### src/hdl/b64le_pkg.sv
// Shared types, constants and the character mapping for the base64 line encoder.
`timescale 1ns / 1ps

package b64le_pkg;

    localparam int unsigned MAX_CHARS       = 5;
    localparam int unsigned CHAR_W          = 8;
    localparam int unsigned CNT_W           = 3;
    localparam int unsigned QUEUE_DEPTH_DEF = 2;

    localparam logic [7:0] LINE_LIMIT_RST = 8'd72;
    localparam logic [7:0] LF_CHAR        = 8'h0A;
    localparam logic [7:0] PAD_CHAR       = 8'h3D;

    // One queued job: the characters caused by a single input byte.
    typedef struct packed {
        logic [MAX_CHARS-1:0][CHAR_W-1:0] chars;
        logic [CNT_W-1:0]                 num;
        logic                             last;
    } job_t;

    localparam int unsigned JOB_W = $bits(job_t);

    typedef struct packed {
        logic push;
        logic pop;
    } q_ctrl_t;

    typedef struct packed {
        logic full;
        logic empty;
    } q_stat_t;

    function automatic logic [7:0] b64_char(input logic [5:0] six);
        logic [7:0] s8;
        s8 = {2'b00, six};
        if (six < 6'd26)
        begin
            return s8 + 8'd65;
        end
        else if (six < 6'd52)
        begin
            return s8 + 8'd71;
        end
        else if (six < 6'd62)
        begin
            return s8 - 8'd4;
        end
        else if (six == 6'd62)
        begin
            return 8'h2B;
        end
        else
        begin
            return 8'h2F;
        end
    endfunction

endpackage

### src/hdl/b64le_front.sv
// Front end: takes input bytes, keeps group and line state, and builds character jobs.
`timescale 1ns / 1ps

module b64le_front
    import b64le_pkg::*;
(
    input  logic       clk,
    input  logic       rst_n,
    input  logic       in_valid,
    output logic       in_ready,
    input  logic [7:0] in_byte,
    input  logic       last_byte,
    input  logic       cfg_valid,
    input  logic [7:0] cfg_data,
    input  q_stat_t    q_stat,
    output q_ctrl_t    q_push,
    output job_t       job
);

    logic [1:0] phase_reg, phase_next;
    logic [3:0] carry_reg, carry_next;
    logic [7:0] count_reg, count_next;
    logic [7:0] limit_reg;

    logic                             take;
    logic                             group_done;
    logic [8:0]                       cnt9;
    logic                             lf_mid;
    logic [7:0]                       cnt_base;
    logic [1:0]                       ph_after;
    logic [3:0]                       cr_after;
    logic [MAX_CHARS-1:0][CHAR_W-1:0] ch;
    logic [CNT_W-1:0]                 k;

    assign in_ready    = !q_stat.full;
    assign take        = in_valid && in_ready;
    assign q_push.push = take;
    assign q_push.pop  = 1'b0;

    always_comb
    begin
        ch         = '0;
        k          = '0;
        group_done = 1'b0;
        ph_after   = 2'd1;
        cr_after   = {2'b00, in_byte[1:0]};
        case (phase_reg)
            2'd1:
            begin
                ch[k]    = b64_char({carry_reg[1:0], in_byte[7:4]});
                k        = k + 3'd1;
                ph_after = 2'd2;
                cr_after = in_byte[3:0];
            end
            2'd2:
            begin
                ch[k]      = b64_char({carry_reg, in_byte[7:6]});
                k          = k + 3'd1;
                ch[k]      = b64_char(in_byte[5:0]);
                k          = k + 3'd1;
                ph_after   = 2'd0;
                cr_after   = 4'd0;
                group_done = 1'b1;
            end
            default:
            begin
                ch[k] = b64_char(in_byte[7:2]);
                k     = k + 3'd1;
            end
        endcase

        // Stored count never exceeds 252, so nine bits hold count plus four.
        cnt9   = {1'b0, count_reg} + 9'd4;
        lf_mid = group_done && (cnt9 >= {1'b0, limit_reg});
        if (lf_mid)
        begin
            ch[k] = LF_CHAR;
            k     = k + 3'd1;
        end
        cnt_base = group_done ? (lf_mid ? 8'd0 : cnt9[7:0]) : count_reg;

        if (last_byte)
        begin
            if (ph_after == 2'd1)
            begin
                ch[k] = b64_char({cr_after[1:0], 4'b0000});
                k     = k + 3'd1;
                ch[k] = PAD_CHAR;
                k     = k + 3'd1;
                ch[k] = PAD_CHAR;
                k     = k + 3'd1;
            end
            else if (ph_after == 2'd2)
            begin
                ch[k] = b64_char({cr_after, 2'b00});
                k     = k + 3'd1;
                ch[k] = PAD_CHAR;
                k     = k + 3'd1;
            end
            // A padded tail always leaves the line non-empty.
            if ((cnt_base != 8'd0) || (ph_after != 2'd0))
            begin
                ch[k] = LF_CHAR;
                k     = k + 3'd1;
            end
        end

        job.chars = ch;
        job.num   = k;
        job.last  = last_byte;
    end

    always_comb
    begin
        if (last_byte)
        begin
            phase_next = 2'd0;
            carry_next = 4'd0;
            count_next = 8'd0;
        end
        else
        begin
            phase_next = ph_after;
            carry_next = cr_after;
            count_next = cnt_base;
        end
    end

    always_ff @(posedge clk or negedge rst_n)
    begin
        if (!rst_n)
        begin
            phase_reg <= 2'd0;
            carry_reg <= 4'd0;
            count_reg <= 8'd0;
            limit_reg <= LINE_LIMIT_RST;
        end
        else
        begin
            if (take)
            begin
                phase_reg <= phase_next;
                carry_reg <= carry_next;
                count_reg <= count_next;
            end
            if (cfg_valid)
            begin
                limit_reg <= cfg_data;
            end
        end
    end

endmodule

### src/hdl/b64le_queue.sv
// Small job queue between the front end and the character output stage.
`timescale 1ns / 1ps

module b64le_queue
    import b64le_pkg::*;
#(
    parameter int unsigned DEPTH = QUEUE_DEPTH_DEF
)
(
    input  logic    clk,
    input  logic    rst_n,
    input  q_ctrl_t wr_ctrl,
    input  q_ctrl_t rd_ctrl,
    input  job_t    wr_job,
    output job_t    rd_job,
    output q_stat_t stat
);

    localparam int unsigned PTR_W = (DEPTH > 1) ? $clog2(DEPTH) : 1;
    localparam int unsigned FILL_W = $clog2(DEPTH + 1);
    localparam logic [PTR_W-1:0] PTR_LAST = PTR_W'(DEPTH - 1);
    localparam logic [FILL_W-1:0] FILL_MAX = FILL_W'(DEPTH);

    job_t              slots_reg [DEPTH];
    logic [PTR_W-1:0]  wr_ptr_reg, wr_ptr_next;
    logic [PTR_W-1:0]  rd_ptr_reg, rd_ptr_next;
    logic [FILL_W-1:0] fill_reg, fill_next;
    logic              do_wr, do_rd;

    assign stat.full  = (fill_reg == FILL_MAX);
    assign stat.empty = (fill_reg == '0);
    assign do_wr      = wr_ctrl.push && !stat.full;
    assign do_rd      = rd_ctrl.pop && !stat.empty;
    assign rd_job     = slots_reg[rd_ptr_reg];

    always_comb
    begin
        wr_ptr_next = wr_ptr_reg;
        rd_ptr_next = rd_ptr_reg;
        fill_next   = fill_reg;
        if (do_wr)
        begin
            wr_ptr_next = (wr_ptr_reg == PTR_LAST) ? '0 : wr_ptr_reg + 1'b1;
        end
        if (do_rd)
        begin
            rd_ptr_next = (rd_ptr_reg == PTR_LAST) ? '0 : rd_ptr_reg + 1'b1;
        end
        if (do_wr && !do_rd)
        begin
            fill_next = fill_reg + 1'b1;
        end
        else if (do_rd && !do_wr)
        begin
            fill_next = fill_reg - 1'b1;
        end
    end

    always_ff @(posedge clk or negedge rst_n)
    begin
        if (!rst_n)
        begin
            wr_ptr_reg <= '0;
            rd_ptr_reg <= '0;
            fill_reg   <= '0;
        end
        else
        begin
            wr_ptr_reg <= wr_ptr_next;
            rd_ptr_reg <= rd_ptr_next;
            fill_reg   <= fill_next;
        end
    end

    always_ff @(posedge clk)
    begin
        if (do_wr)
        begin
            slots_reg[wr_ptr_reg] <= wr_job;
        end
    end

endmodule

### src/hdl/b64le_back.sv
// Back end: walks the head job one character per cycle into the output register while the output is not stalled.
`timescale 1ns / 1ps

module b64le_back
    import b64le_pkg::*;
(
    input  logic       clk,
    input  logic       rst_n,
    input  job_t       head,
    input  q_stat_t    q_stat,
    output q_ctrl_t    q_pop,
    output logic       out_valid,
    input  logic       out_ready,
    output logic [7:0] out_char,
    output logic       last_char
);

    logic [CNT_W-1:0] idx_reg, idx_next;
    logic             valid_reg, valid_next;
    logic [7:0]       char_reg;
    logic             last_reg;
    logic             load;
    logic             at_end;

    assign load       = !q_stat.empty && (!valid_reg || out_ready);
    assign at_end     = (idx_reg == (head.num - 3'd1));
    assign q_pop.pop  = load && at_end;
    assign q_pop.push = 1'b0;

    assign out_valid = valid_reg;
    assign out_char  = char_reg;
    assign last_char = last_reg;

    always_comb
    begin
        idx_next   = idx_reg;
        valid_next = valid_reg;
        if (load)
        begin
            valid_next = 1'b1;
            idx_next   = at_end ? '0 : idx_reg + 3'd1;
        end
        else if (out_ready)
        begin
            valid_next = 1'b0;
        end
    end

    always_ff @(posedge clk or negedge rst_n)
    begin
        if (!rst_n)
        begin
            idx_reg   <= '0;
            valid_reg <= 1'b0;
        end
        else
        begin
            idx_reg   <= idx_next;
            valid_reg <= valid_next;
        end
    end

    always_ff @(posedge clk)
    begin
        if (load)
        begin
            char_reg <= head.chars[idx_reg];
            last_reg <= head.last && at_end;
        end
    end

endmodule

### src/hdl/base64_line_encoder.sv
// Top level of the base64 encoder with line breaks.
//
//  Channel  Direction  Payload                        Handshake
//  s_*      in         tdata = in_byte, tlast = last  tvalid / tready
//  m_*      out        tdata = out_char, tlast = last tvalid / tready
//  cfg_*    in         cfg_data = line_limit          cfg_valid / cfg_ready
//
// The input side takes one byte per cycle while the job queue has room.
// The output side sends one character per cycle while one is waiting and
// m_tready is high; a byte causes one to four characters (about 1.35 on average).
// Reset clears the group phase, leftover bits and line count, and sets the
// line limit to 72. Either side may stall; the queue absorbs the difference.
`timescale 1ns / 1ps

module base64_line_encoder
    import b64le_pkg::*;
#(
    parameter int unsigned QUEUE_DEPTH = QUEUE_DEPTH_DEF
)
(
    input  logic       clk,
    input  logic       rst_n,
    input  logic       s_tvalid,
    output logic       s_tready,
    input  logic [7:0] s_tdata,   // [7:0] in_byte
    input  logic       s_tlast,
    output logic       m_tvalid,
    input  logic       m_tready,
    output logic [7:0] m_tdata,   // [7:0] out_char
    output logic       m_tlast,
    input  logic       cfg_valid,
    output logic       cfg_ready,
    input  logic [7:0] cfg_data
);

    q_stat_t q_stat;
    q_ctrl_t front_ctrl;
    q_ctrl_t back_ctrl;
    job_t    new_job;
    job_t    head_job;

    assign cfg_ready = 1'b1;

    b64le_front u_front
    (
        .clk       (clk),
        .rst_n     (rst_n),
        .in_valid  (s_tvalid),
        .in_ready  (s_tready),
        .in_byte   (s_tdata),
        .last_byte (s_tlast),
        .cfg_valid (cfg_valid),
        .cfg_data  (cfg_data),
        .q_stat    (q_stat),
        .q_push    (front_ctrl),
        .job       (new_job)
    );

    b64le_queue #(
        .DEPTH (QUEUE_DEPTH)
    ) u_queue
    (
        .clk     (clk),
        .rst_n   (rst_n),
        .wr_ctrl (front_ctrl),
        .rd_ctrl (back_ctrl),
        .wr_job  (new_job),
        .rd_job  (head_job),
        .stat    (q_stat)
    );

    b64le_back u_back
    (
        .clk       (clk),
        .rst_n     (rst_n),
        .head      (head_job),
        .q_stat    (q_stat),
        .q_pop     (back_ctrl),
        .out_valid (m_tvalid),
        .out_ready (m_tready),
        .out_char  (m_tdata),
        .last_char (m_tlast)
    );

endmodule
### config.mk
export PLATFORM = sky130hd
export DESIGN_NAME = base64_line_encoder
export DESIGN_NICKNAME = d
export VERILOG_FILES = /design/src/hdl/b64le_pkg.sv /design/src/hdl/b64le_front.sv /design/src/hdl/b64le_queue.sv /design/src/hdl/b64le_back.sv /design/src/hdl/base64_line_encoder.sv
export SDC_FILE = /design/constraint.sdc
export NUM_CORES = 1
export LEC_CHECK = 0
export ABC_AREA = 1
export BUFFER_PORTS_ARGS = -buffer_cell sky130_fd_sc_hd__buf_2
export CAP_MARGIN = 5
export CORE_MARGIN = 2
export CORE_UTILIZATION = 33
export CTS_CLUSTER_DIAMETER = 80
export DETAILED_ROUTE_END_ITERATION = 12
export PLACE_DENSITY = 0.45
export SLEW_MARGIN = 20
export SYNTH_ARGS = -nofsm -noshare
export SYNTH_HDL_FRONTEND = slang
export SYNTH_SLANG_ARGS = --single-unit
### constraint.sdc
create_clock -name clk -period 3.3 [get_ports clk]
set_clock_uncertainty 0.1 [all_clocks]
set_input_delay 0.66 -clock clk [delete_from_list [all_inputs] [get_ports clk]]
set_output_delay 0.66 -clock clk [all_outputs]
set_load 0.01 [all_outputs]
==> key figures, run 1 <==
Setup path
  – Worst r2r src: u_front.count_reg[2]$_DFFE_PN0P_
  – CP dominant cell by count: nand2_1
  – Worst path buffer plus inverter count: 0
  – Worst path top cell family by delay: simple AND/OR/NAND/NOR gates
  – Worst path max stage delay: 430 ps
  – Reg2reg path depth: 18
  – Critical path, cell by cell: ha_1, xor2_1, ha_1, nand2_1, nor2_1, nand2_1, nand3_1, nand2_1, nand2_1, nand2_2, nand2_4, nor2_4, a21oi_1, ha_1, nand2_1, nand2_1, nand2_1, nand2_1
  – Reg2Reg Setup Slack: about 300 ps
  – Critical path launch point type: flop
  – CP endpoint kind: flop
  – Critical Path RT: approximately 3300 ps
  – FF-to-FF End: u_queue.slots_reg[1][2]$_DFFE_PP_
  – Worst setup path category: reg -> reg
  – Arrival time at the worst endpoint: 3020 ps
  – Worst Path Max Fanout: 7
  – Worst path slowest cell: dfrtp_1

Timing
  – Rel. slew slack: 0.519
  – Final period utilization: 0.911
  – Period minus WS final: 3010 ps
  – RSZ-0062 raised after global routing: no
  – Fmax: roughly 0.33 GHz
  – Pin slew with the least headroom to its limit: around 710 ps
  – Fin Setup TNS: 0 ps
  – Final hold viol count: 0
  – Final count of pins violating max slew: 0
  – Final setup vio count: 0
  – Minimum hold slack: 256 ps

Yosys
  – Number of flops mapped to enable cells by yosys: 73
  – Post-Syn Area: 6820 um2
  – Most common cell in the netlist: nand2_1
  – Post-synth top flop: edfxtp_1
  – Avg Inst Size Synth: just over 8 um2
  – Leading cell types by total area after synthesis: edfxtp_1 32%, dfrtp_1 10%, nand2_1 8.5%
  – Async set-reset flop share out of synthesis: 0.291
  – Netlist cell types: 53
  – Syn Nets: roughly 900
  – Count of warnings emitted by yosys: 0
  – FF+latch count, synth: 103
  – Syn Inst Count: around 800
  – Post-synth top cells: 155 x nand2_1, 87 x inv_1, 79 x nor2_1
  – Top cell type's share of synthesized area: 0.322
  – Sequential area share after synthesis: 0.432
  – Synth area leader: edfxtp_1

Routing
  – WL per Instance: approximately 17 um
  – Residual DRC: 0
  – Via/cell ratio: between 5 and 6
  – DR iter-0 viols: 371
  – Routed Antenna Nets: 0
  – Routed vias: 5,890
  – Drt pass-1 iters: 5
  – Final WL: between 15 and 20 mm

Hold path
  – Hold Crit Class: in -> async

Global route
  – Initial antenna violation count: 0
  – Congestion Overflow GR: 0
  – First-pass GRT wire length: 32.4 mm
  – Gr usage total: 0.188
  – Number of global-route vias before repair: between 5,000 and 6,000
  – Largest net degree at the start of global routing: 34

Clocking
  – TritonCTS buffer count: 9
  – Clock Sinks: ~100
  – Hold-fix buffers, CTS: 0
  – CTS Root Buffer Type: clkbuf_16
  – Post CTS Setup Buffer Count: 0
  – Maximum level of the CTS H-tree: 3
  – Post-cts sizing count: 0
  – Worst skew pair latency: 350 ps
  – CTS tree: built
  – CTS Buffer Depth: 2
  – Clock transition at the registers of the reported paths: ~80 ps

Finish
  – Syn-to-layout area delta: 12.2%
  – # diodes: 0
  – Post-route insts no fill: around 1,100
  – Max reg flops: 64
  – Final nets: between 900 and 1,000
  – Layout cells sized above 1: 0.134

Floorplan
  – Starting Density: 0.337
  – I/O pin cnt: 34
  – Core region area: about 20,000 um2
  – Die height: approximately 150 um
  – Total die area: 21,800 um2
  – Placement row count: 52
  – Die width: around 150 um

Placed design
  – RD Place Congestion: 0.943
  – Placed cells: 1,122
  – Dpl hpwl: about 15 mm
  – I/O Buffers: 32

Pwr
  – Worst VDD drop: ~0.3 mV
  – Static Leak: 3.23 nW
  – Pwr/cell area: about 800 nW/um2

Status
  – Outcome: finished, final reports clean

Job
  – Max Cap Viol: 0
-- how the worst max path moves through the flow --
stage / start / endpoint / slack, ps / cells after the start
2_1_floorplan: u_front.count_reg[2]$_DFFE_PN0P_ / u_queue.slots_reg[0][2]$_DFFE_PP_ / 590 / 18
3_3_place_gp: s_tdata[7] / u_queue.slots_reg[1][10]$_DFFE_PP_ / 260 / 11
3_5_place_dp: s_tdata[7] / u_queue.slots_reg[1][10]$_DFFE_PP_ / 250 / 11
4_1_cts: u_front.count_reg[2]$_DFFE_PN0P_ / u_queue.slots_reg[1][26]$_DFFE_PP_ / 290 / 18
5_1_grt: u_front.count_reg[2]$_DFFE_PN0P_ / u_queue.slots_reg[1][2]$_DFFE_PP_ / 30 / 18
6_report: u_front.count_reg[2]$_DFFE_PN0P_ / u_queue.slots_reg[1][2]$_DFFE_PP_ / 290 / 18
-- worst reg2reg max path: cells and delay by family (launching register included) --
kind            cells  cell delay [ps]
compound gates      1              300
fa+ha+maj           3              870
xor+xnor            1              170
simple gates       13              900
flops               1              430
-- where the power goes --
group | internal [mW] | switching [mW]
registers | 1.97 | 0.166
clock network | 0.525 | 0.499
logic | 0.955 | 2.08
total | 3.45 | 2.74
-- kinds of logic after synthesis --
logic type / share of synthesized area
fa+ha+maj: 0.0698
simple gates: 0.208
flops: 0.432
compound gates: 0.173
buf+inv: 0.0756
mux: 0.00606
other cells: 0.000550
xor+xnor: 0.0347
-- placed cells by master, fill, tap and decap left out, types with 13 or more instances in the layout --
cell type  instances
inv_1             87
buf_2             32
dfrtp_1           28
a21oi_1           55
o22ai_1           13
nor2_1            77
ha_1              38
nand2_1          155
nand3_1           45
o21ai_0           75
buf_4             24
xor2_1            24
edfxtp_1          73
-- per-layer routing --
| metal | track usage | up-vias | wire length [um] |
|---|---|---|---|
| li1 | - | 2904 | - |
| met1 | 0.257 | 2792 | 9490 |
| met2 | 0.307 | 155 | 9260 |
| met3 | 0.0269 | 39 | 643 |
| met4 | 0.0668 | 0 | 523 |
| met5 | 0 | - | 0 |
-- metrics by stage --
stage / setup slack [ps] / util / power (mW) / area, um2
after floorplan: 586 / - / 4.17 / 6820
after global placement: 265 / 0.364 / 5.19 / 7370
after detailed placement: 250 / 0.364 / 5.20 / 7370
after CTS: 289 / 0.378 / 6.24 / 7650
after global routing: 30.9 / 0.378 / 6.72 / 7650
final: 293 / 0.378 / 6.20 / 7650
-- layout make-up --
| type | instances | area, um2 |
|---|---|---|
| timing repair buffer | 56 | 340 |
| multi-input combinational | 590 | 3360 |
| fill | 2088 | 12600 |
| sequential | 103 | 2950 |
| clock inverter | 6 | 51.3 |
| clock buffer | 10 | 229 |
| inverter | 103 | 387 |
| tap | 270 | 338 |
No activity file was read; power rests on OpenSTA's default activity.
==> inputs of run 2 (changes only) <==
--- a/config.mk
+++ b/config.mk
@@ -8,11 +8,13 @@
 export ABC_AREA = 1
 export BUFFER_PORTS_ARGS = -buffer_cell sky130_fd_sc_hd__buf_2
 export CAP_MARGIN = 5
+export CELL_PAD_IN_SITES_DETAIL_PLACEMENT = 1
+export CELL_PAD_IN_SITES_GLOBAL_PLACEMENT = 2
 export CORE_MARGIN = 2
 export CORE_UTILIZATION = 33
 export CTS_CLUSTER_DIAMETER = 80
 export DETAILED_ROUTE_END_ITERATION = 12
-export PLACE_DENSITY = 0.45
+export PLACE_DENSITY = 0.68
 export SLEW_MARGIN = 20
 export SYNTH_ARGS = -nofsm -noshare
 export SYNTH_HDL_FRONTEND = slang
==> key figures, run 2 (synthesized netlist as in run 1, its figures left out) <==
Finish
  – Design area: 7650 um2 (about the same)
  – Syn-to-layout area delta: 12.2% (about the same)
  – Final nets: 921 (-0.22%)
  – Most common cell after layout, fill and taps aside: nand2_1
  – # diodes: 0 (unchanged)
  – Max reg flops: 64 (unchanged)
  – Most frequent cells in the layout: 155 x nand2_1, 87 x inv_1, 77 x nor2_1, 75 x o21ai_0, 73 x edfxtp_1
  – Layout cells sized above 1: 0.134 (+0.000309)

Setup path
  – Worst Path Max Fanout: 7 (unchanged)
  – Worst r2r src: u_front.count_reg[2]$_DFFE_PN0P_
  – CP endpoint kind: flop
  – Reg2Reg Setup Slack: 270 ps (-30 ps)
  – Arrival time at the worst endpoint: 3040 ps (+20 ps)
  – CP dominant cell by count: nand2_1
  – Worst path slowest cell: dfrtp_1
  – Worst path max stage delay: 440 ps (about the same)
  – Worst setup path category: reg -> reg
  – FF-to-FF End: u_queue.slots_reg[1][9]$_DFFE_PP_
  – Critical Path RT: 3300 ps (about the same)
  – Critical path, cell by cell: ha_1, xor2_2, ha_1, nand2_1, inv_1, nand2_1, nand3_1, nand2_1, nand2_1, nand2_2, nand2_4, inv_2, nand2_1, nor2_2, inv_2, nand2_1, nand3_1, nand2_1, inv_1
  – Critical path launch point type: flop
  – Reg2reg path depth: 19 (+1)

Floorplan
  – Placement row count: 52 (unchanged)
  – Die height: 148 um (unchanged)
  – Die width: 148 um (unchanged)
  – I/O pin cnt: 34 (unchanged)
  – Starting Density: 0.337 (unchanged)
  – Total die area: 21,800 um2 (unchanged)
  – Core region area: 20,200 um2 (unchanged)

Timing
  – Final hold viol count: 0 (unchanged)
  – Final count of pins violating max slew: 0 (unchanged)
  – Period minus WS final: 3030 ps (+26.1 ps)
  – Rel. slew slack: 0.517 (-0.00175)
  – Pin slew with the least headroom to its limit: 715 ps (+2.59 ps)
  – Fmax: 0.330 GHz (-0.86%)
  – Final setup vio count: 0 (unchanged)
  – RSZ-0062 raised after global routing: no
  – Final period utilization: 0.919 (+0.00791)
  – Fin Setup TNS: 0 ps (unchanged)

Routing
  – DR iter-0 viols: 312 (-16%)
  – Via/cell ratio: 5.20 (+0.50%)
  – Residual DRC: 0 (unchanged)
  – Final WL: 21.5 mm (+7.8%)
  – Routed Antenna Nets: 0 (unchanged)
  – Routed vias: 5,909 (+0.32%)
  – WL per Instance: 18.9 um (+8.0%)
  – Drt pass-1 iters: 4 (-1)

Placed design
  – Dpl hpwl: 16.8 mm (+11%)
  – I/O Buffers: 32 (unchanged)
  – Placed inst area: 7360 um2 (-0.20%)
  – RD Place Congestion: 0.915 (-3.0%)

Clocking
  – Maximum level of the CTS H-tree: 3 (unchanged)
  – Post-cts sizing count: 0 (unchanged)
  – Post CTS Setup Buffer Count: 0 (unchanged)
  – Worst skew pair latency: 350 ps (about the same)
  – TritonCTS buffer count: 9 (unchanged)
  – Hold-fix buffers, CTS: 0 (unchanged)
  – CTS tree: built
  – Clock transition at the registers of the reported paths: 70 ps (about the same)
  – CTS Buffer Depth: 2 (unchanged)
  – CTS Root Buffer Type: clkbuf_16
  – Clock Sinks: 103 (unchanged)

Global route
  – Largest net degree at the start of global routing: 34 (unchanged)
  – First-pass GRT wire length: 35.0 mm (+8.1%)
  – Number of global-route vias before repair: 6,290 (+6.7%)
  – Initial antenna violation count: 0 (unchanged)
  – Congestion Overflow GR: 0 (unchanged)
  – Gr usage total: 0.205 (+0.0164)

Pwr
  – Static Leak: 3.22 nW (-0.13%)
  – Pwr/cell area: 818 nW/um2 (+1.1%)
  – Worst VDD drop: 0.263 mV (-13%)

Job
  – Max Cap Viol: 0 (unchanged)

Hold path
  – Hold Crit Class: in -> async

Status
  – Outcome: finished, final reports clean
## run 2: cell types whose count changed in the layout (fill, tap and decap cells not counted), sizes merged
cell      before  now
clkbuf        10   11
clkinvlp       1    0
clkinv         6    7
buf           56   54
inv          102  101
## run 2: area by class of cell
cell class              instances  area, um2
flip-flops and latches        103       2950
multi-input cells             590       3370
inverters                     103        387
repair buffers                 54        325
clock buffers                  11        243
well taps                     270        338
fillers                      2450      12600
clock inverters                 5       40.0
## run 2: worst max-delay path, delay by kind of cell (launching register included)
family,cells,cell delay (ps)
AND/OR/NAND/NOR,12,1190
XOR/XNOR,1,170
buffers and inverters,4,320
adder cells (fa/ha/maj),2,570
flip-flops,1,440
## run 2: power breakdown
group          switching, mW  internal [mW]
sequential             0.204           1.97
clock                  0.492          0.541
combinational           2.08          0.971
## run 2: per-layer routing
layer / wire length [um] / GRT usage / up-vias
li1: - / - / 2906
met1: 10300 / 0.279 / 2889
met2: 10200 / 0.346 / 89
met3: 572 / 0.0250 / 25
met4: 427 / 0.0558 / 0
met5: 0 / 0 / -
## run 2: how the worst max path moves through the flow
stage	from	to	slack, ps	cells past startpoint
6_report	u_front.count_reg[2]$_DFFE_PN0P_	u_queue.slots_reg[1][9]$_DFFE_PP_	270	19
2_1_floorplan	u_front.count_reg[2]$_DFFE_PN0P_	u_queue.slots_reg[0][2]$_DFFE_PP_	590	18
3_3_place_gp	u_front.count_reg[2]$_DFFE_PN0P_	u_queue.slots_reg[0][2]$_DFFE_PP_	340	18
3_5_place_dp	u_front.count_reg[2]$_DFFE_PN0P_	u_queue.slots_reg[0][9]$_DFFE_PP_	190	19
4_1_cts	u_front.count_reg[2]$_DFFE_PN0P_	u_queue.slots_reg[1][9]$_DFFE_PP_	190	19
5_1_grt	u_front.count_reg[2]$_DFFE_PN0P_	u_queue.slots_reg[1][9]$_DFFE_PP_	40	19
## run 2: per-stage QoR
step | utilization | cells | total power [mW] | hold slack [ps] | setup slack (ps)
detailed placement | 0.364 | 1120 | 5.26 | 368 | 194
floorplan | - | 824 | 4.17 | 264 | 586
global route | 0.378 | 1136 | 6.78 | 301 | 35.2
finish | 0.378 | 1136 | 6.26 | 246 | 267
CTS | 0.378 | 1136 | 6.32 | 271 | 190
global placement | 0.364 | 1120 | 5.19 | 362 | 344
==> inputs of run 3 (changes only) <==
--- a/config.mk
+++ b/config.mk
@@ -11,10 +11,10 @@
 export CELL_PAD_IN_SITES_DETAIL_PLACEMENT = 1
 export CELL_PAD_IN_SITES_GLOBAL_PLACEMENT = 2
 export CORE_MARGIN = 2
-export CORE_UTILIZATION = 33
+export CORE_UTILIZATION = 38
 export CTS_CLUSTER_DIAMETER = 80
 export DETAILED_ROUTE_END_ITERATION = 12
-export PLACE_DENSITY = 0.68
+export PLACE_DENSITY = 0.77
 export SLEW_MARGIN = 20
 export SYNTH_ARGS = -nofsm -noshare
 export SYNTH_HDL_FRONTEND = slang
==> key figures, run 3 (synthesized netlist as in run 1, its figures left out) <==
Status
  – Outcome: finished, final reports clean

Timing
  – Final count of pins violating max slew: 0 (unchanged)
  – Fmax: 0.335 GHz (+1.7%)
  – Final period utilization: 0.903 (-0.0157)
  – Final hold viol count: 0 (unchanged)
  – RSZ-0062 raised after global routing: no
  – Rel. slew slack: 0.501 (-0.0168)
  – Pin slew with the least headroom to its limit: 740 ps (+24.9 ps)
  – Period minus WS final: 2980 ps (-51.7 ps)
  – Final setup vio count: 0 (unchanged)
  – Fin Setup TNS: 0 ps (unchanged)

Global route
  – Initial antenna violation count: 0 (unchanged)
  – Congestion Overflow GR: 0 (unchanged)
  – Largest net degree at the start of global routing: 34 (unchanged)
  – Number of global-route vias before repair: 6,272 (-0.29%)
  – Gr usage total: 0.233 (+0.0282)
  – First-pass GRT wire length: 33.8 mm (-3.3%)

Setup path
  – CP endpoint kind: flop
  – Reg2reg path depth: 16 (-3)
  – Arrival time at the worst endpoint: 2990 ps (-50 ps)
  – Worst setup path category: reg -> reg
  – Reg2Reg Setup Slack: 320 ps (+50 ps)
  – Critical path launch point type: flop
  – FF-to-FF End: u_queue.slots_reg[0][2]$_DFFE_PP_
  – Worst r2r src: u_front.count_reg[2]$_DFFE_PN0P_
  – Worst Path Max Fanout: 7 (unchanged)
  – Critical Path RT: 3310 ps (about the same)

Routing
  – DR iter-0 viols: 254 (-19%)
  – WL per Instance: 19.3 um (+2.2%)
  – Routed Antenna Nets: 0 (unchanged)
  – Residual DRC: 0 (unchanged)
  – Routed vias: 5,936 (+0.46%)
  – Final WL: 21.0 mm (-2.1%)
  – Drt pass-1 iters: 6 (+2)
  – Via/cell ratio: 5.45 (+4.8%)

Floorplan
  – Starting Density: 0.391 (+0.0545)
  – Die width: 138 um (-6.6%)
  – Core region area: 17,400 um2 (-14%)
  – Placement row count: 48 (-7.7%)
  – I/O pin cnt: 34 (unchanged)
  – Die height: 138 um (-6.6%)
  – Total die area: 19,000 um2 (-13%)

Finish
  – Most frequent cells in the layout: 155 x nand2_1, 87 x inv_1, 77 x nor2_1, 75 x o21ai_0, 73 x edfxtp_1
  – # diodes: 0 (unchanged)
  – Most common cell after layout, fill and taps aside: nand2_1
  – Post-route insts no fill: 1,089 (-4.1%)
  – Syn-to-layout area delta: 11.2%
  – Layout cells sized above 1: 0.131 (-0.00316)
  – Max reg flops: 64 (unchanged)
  – Final nets: 919 (-0.22%)
  – Fill count: 2,114 (-14%)

Pwr
  – Pwr/cell area: 825 nW/um2 (+0.76%)
  – Static Leak: 3.21 nW (-0.33%)
  – Worst VDD drop: 0.451 mV (+71%)

Clocking
  – Worst skew pair latency: 360 ps (about the same)
  – Post CTS Setup Buffer Count: 0 (unchanged)
  – CTS tree: built
  – Clock Sinks: 103 (unchanged)
  – Maximum level of the CTS H-tree: 3 (unchanged)
  – TritonCTS buffer count: 9 (unchanged)
  – CTS Root Buffer Type: clkbuf_16
  – Clock transition at the registers of the reported paths: 70 ps (about the same)
  – CTS Buffer Depth: 2 (unchanged)
  – Hold-fix buffers, CTS: 0 (unchanged)

Job
  – Max Cap Viol: 0 (unchanged)

Placed design
  – Dpl hpwl: 16.3 mm (-3.2%)
  – Placed cells: 1,073 (-4.2%)
  – I/O Buffers: 32 (unchanged)
  – RD Place Congestion: 0.918 (+0.34%)

Hold path
  – Hold Crit Class: in -> async
[run 3: cell count changes in the layout (fill, tap and decap cells not counted)]
cell / previous run / this run
clkinv_2: 1 / 0
clkbuf_1: 1 / 2
inv_8: 0 / 1
inv_6: 3 / 2
buf_4: 22 / 20
[run 3: worst max path at each step]
| stage | from | end | slack, ps |
|---|---|---|---|
| 4_1_cts | u_front.count_reg[2]$_DFFE_PN0P_ | u_queue.slots_reg[0][2]$_DFFE_PP_ | 230 |
| 3_5_place_dp | u_front.count_reg[2]$_DFFE_PN0P_ | u_queue.slots_reg[1][2]$_DFFE_PP_ | 250 |
| 6_report | u_front.count_reg[2]$_DFFE_PN0P_ | u_queue.slots_reg[0][2]$_DFFE_PP_ | 320 |
| 3_3_place_gp | s_tdata[6] | u_queue.slots_reg[0][4]$_DFFE_PP_ | 320 |
| 5_1_grt | u_front.count_reg[2]$_DFFE_PN0P_ | u_queue.slots_reg[1][17]$_DFFE_PP_ | 50 |
| 2_1_floorplan | u_front.count_reg[2]$_DFFE_PN0P_ | u_queue.slots_reg[0][2]$_DFFE_PP_ | 590 |
[run 3: repair_timing]
item | 4_1_cts | 5_1_grt
gates resized for setup | 0 | 2
setup endpoints to repair | 0 | 10
endpoints found under the hold margin | 0 | 0
[run 3: final cells by class]
cell class	count	area (um2)	share of cell area
inverters	103	387	0.0510
clock inverters	4	37.5	0.00495
repair buffers	52	310	0.0409
flip-flops and latches	103	2950	0.389
multi-input cells	590	3370	0.445
clock buffers	12	246	0.0325
well taps	225	282	0.0371
[run 3: critical path: stages (launching register included)]
cell,delay (ps)
dfrtp_1,440
ha_1,270
nand3_2,110
xor2_1,150
inv_1,80
ha_1,290
a21oi_1,160
nand2_1,90
nand2_2,120
nand2_4,90
nor2_4,200
a21oi_2,80
ha_1,290
nand2_1,80
nand2_1,50
nand2_1,60
nand2_1,70
[run 3: power breakdown]
group / switching (mW) / internal [mW] / leakage (nW)
logic: 2.10 / 0.961 / 2.00
registers: 0.190 / 1.97 / 1.07
clock network: 0.485 / 0.545 / 0.140
total: 2.77 / 3.48 / 3.21
[run 3: stage by stage]
step,setup WS (ps),cell area (um2),hold WS [ps],total power [mW],util
after floorplan,586,6820,264,4.17,-
after global placement,323,7280,361,5.13,0.418
after detailed placement,249,7280,363,5.25,0.418
after CTS,233,7570,266,6.31,0.435
after global routing,50.7,7580,286,6.75,0.435
final,319,7580,250,6.25,0.435
[run 3: per-layer routing]
metal  global-route usage  vias up  routed length, um
met5                    0        -                  0
met4               0.0471        0                200
met3               0.0278       11                559
met2                0.419       98              10600
met1                0.302     2934               9700
li1                     -     2893                  -
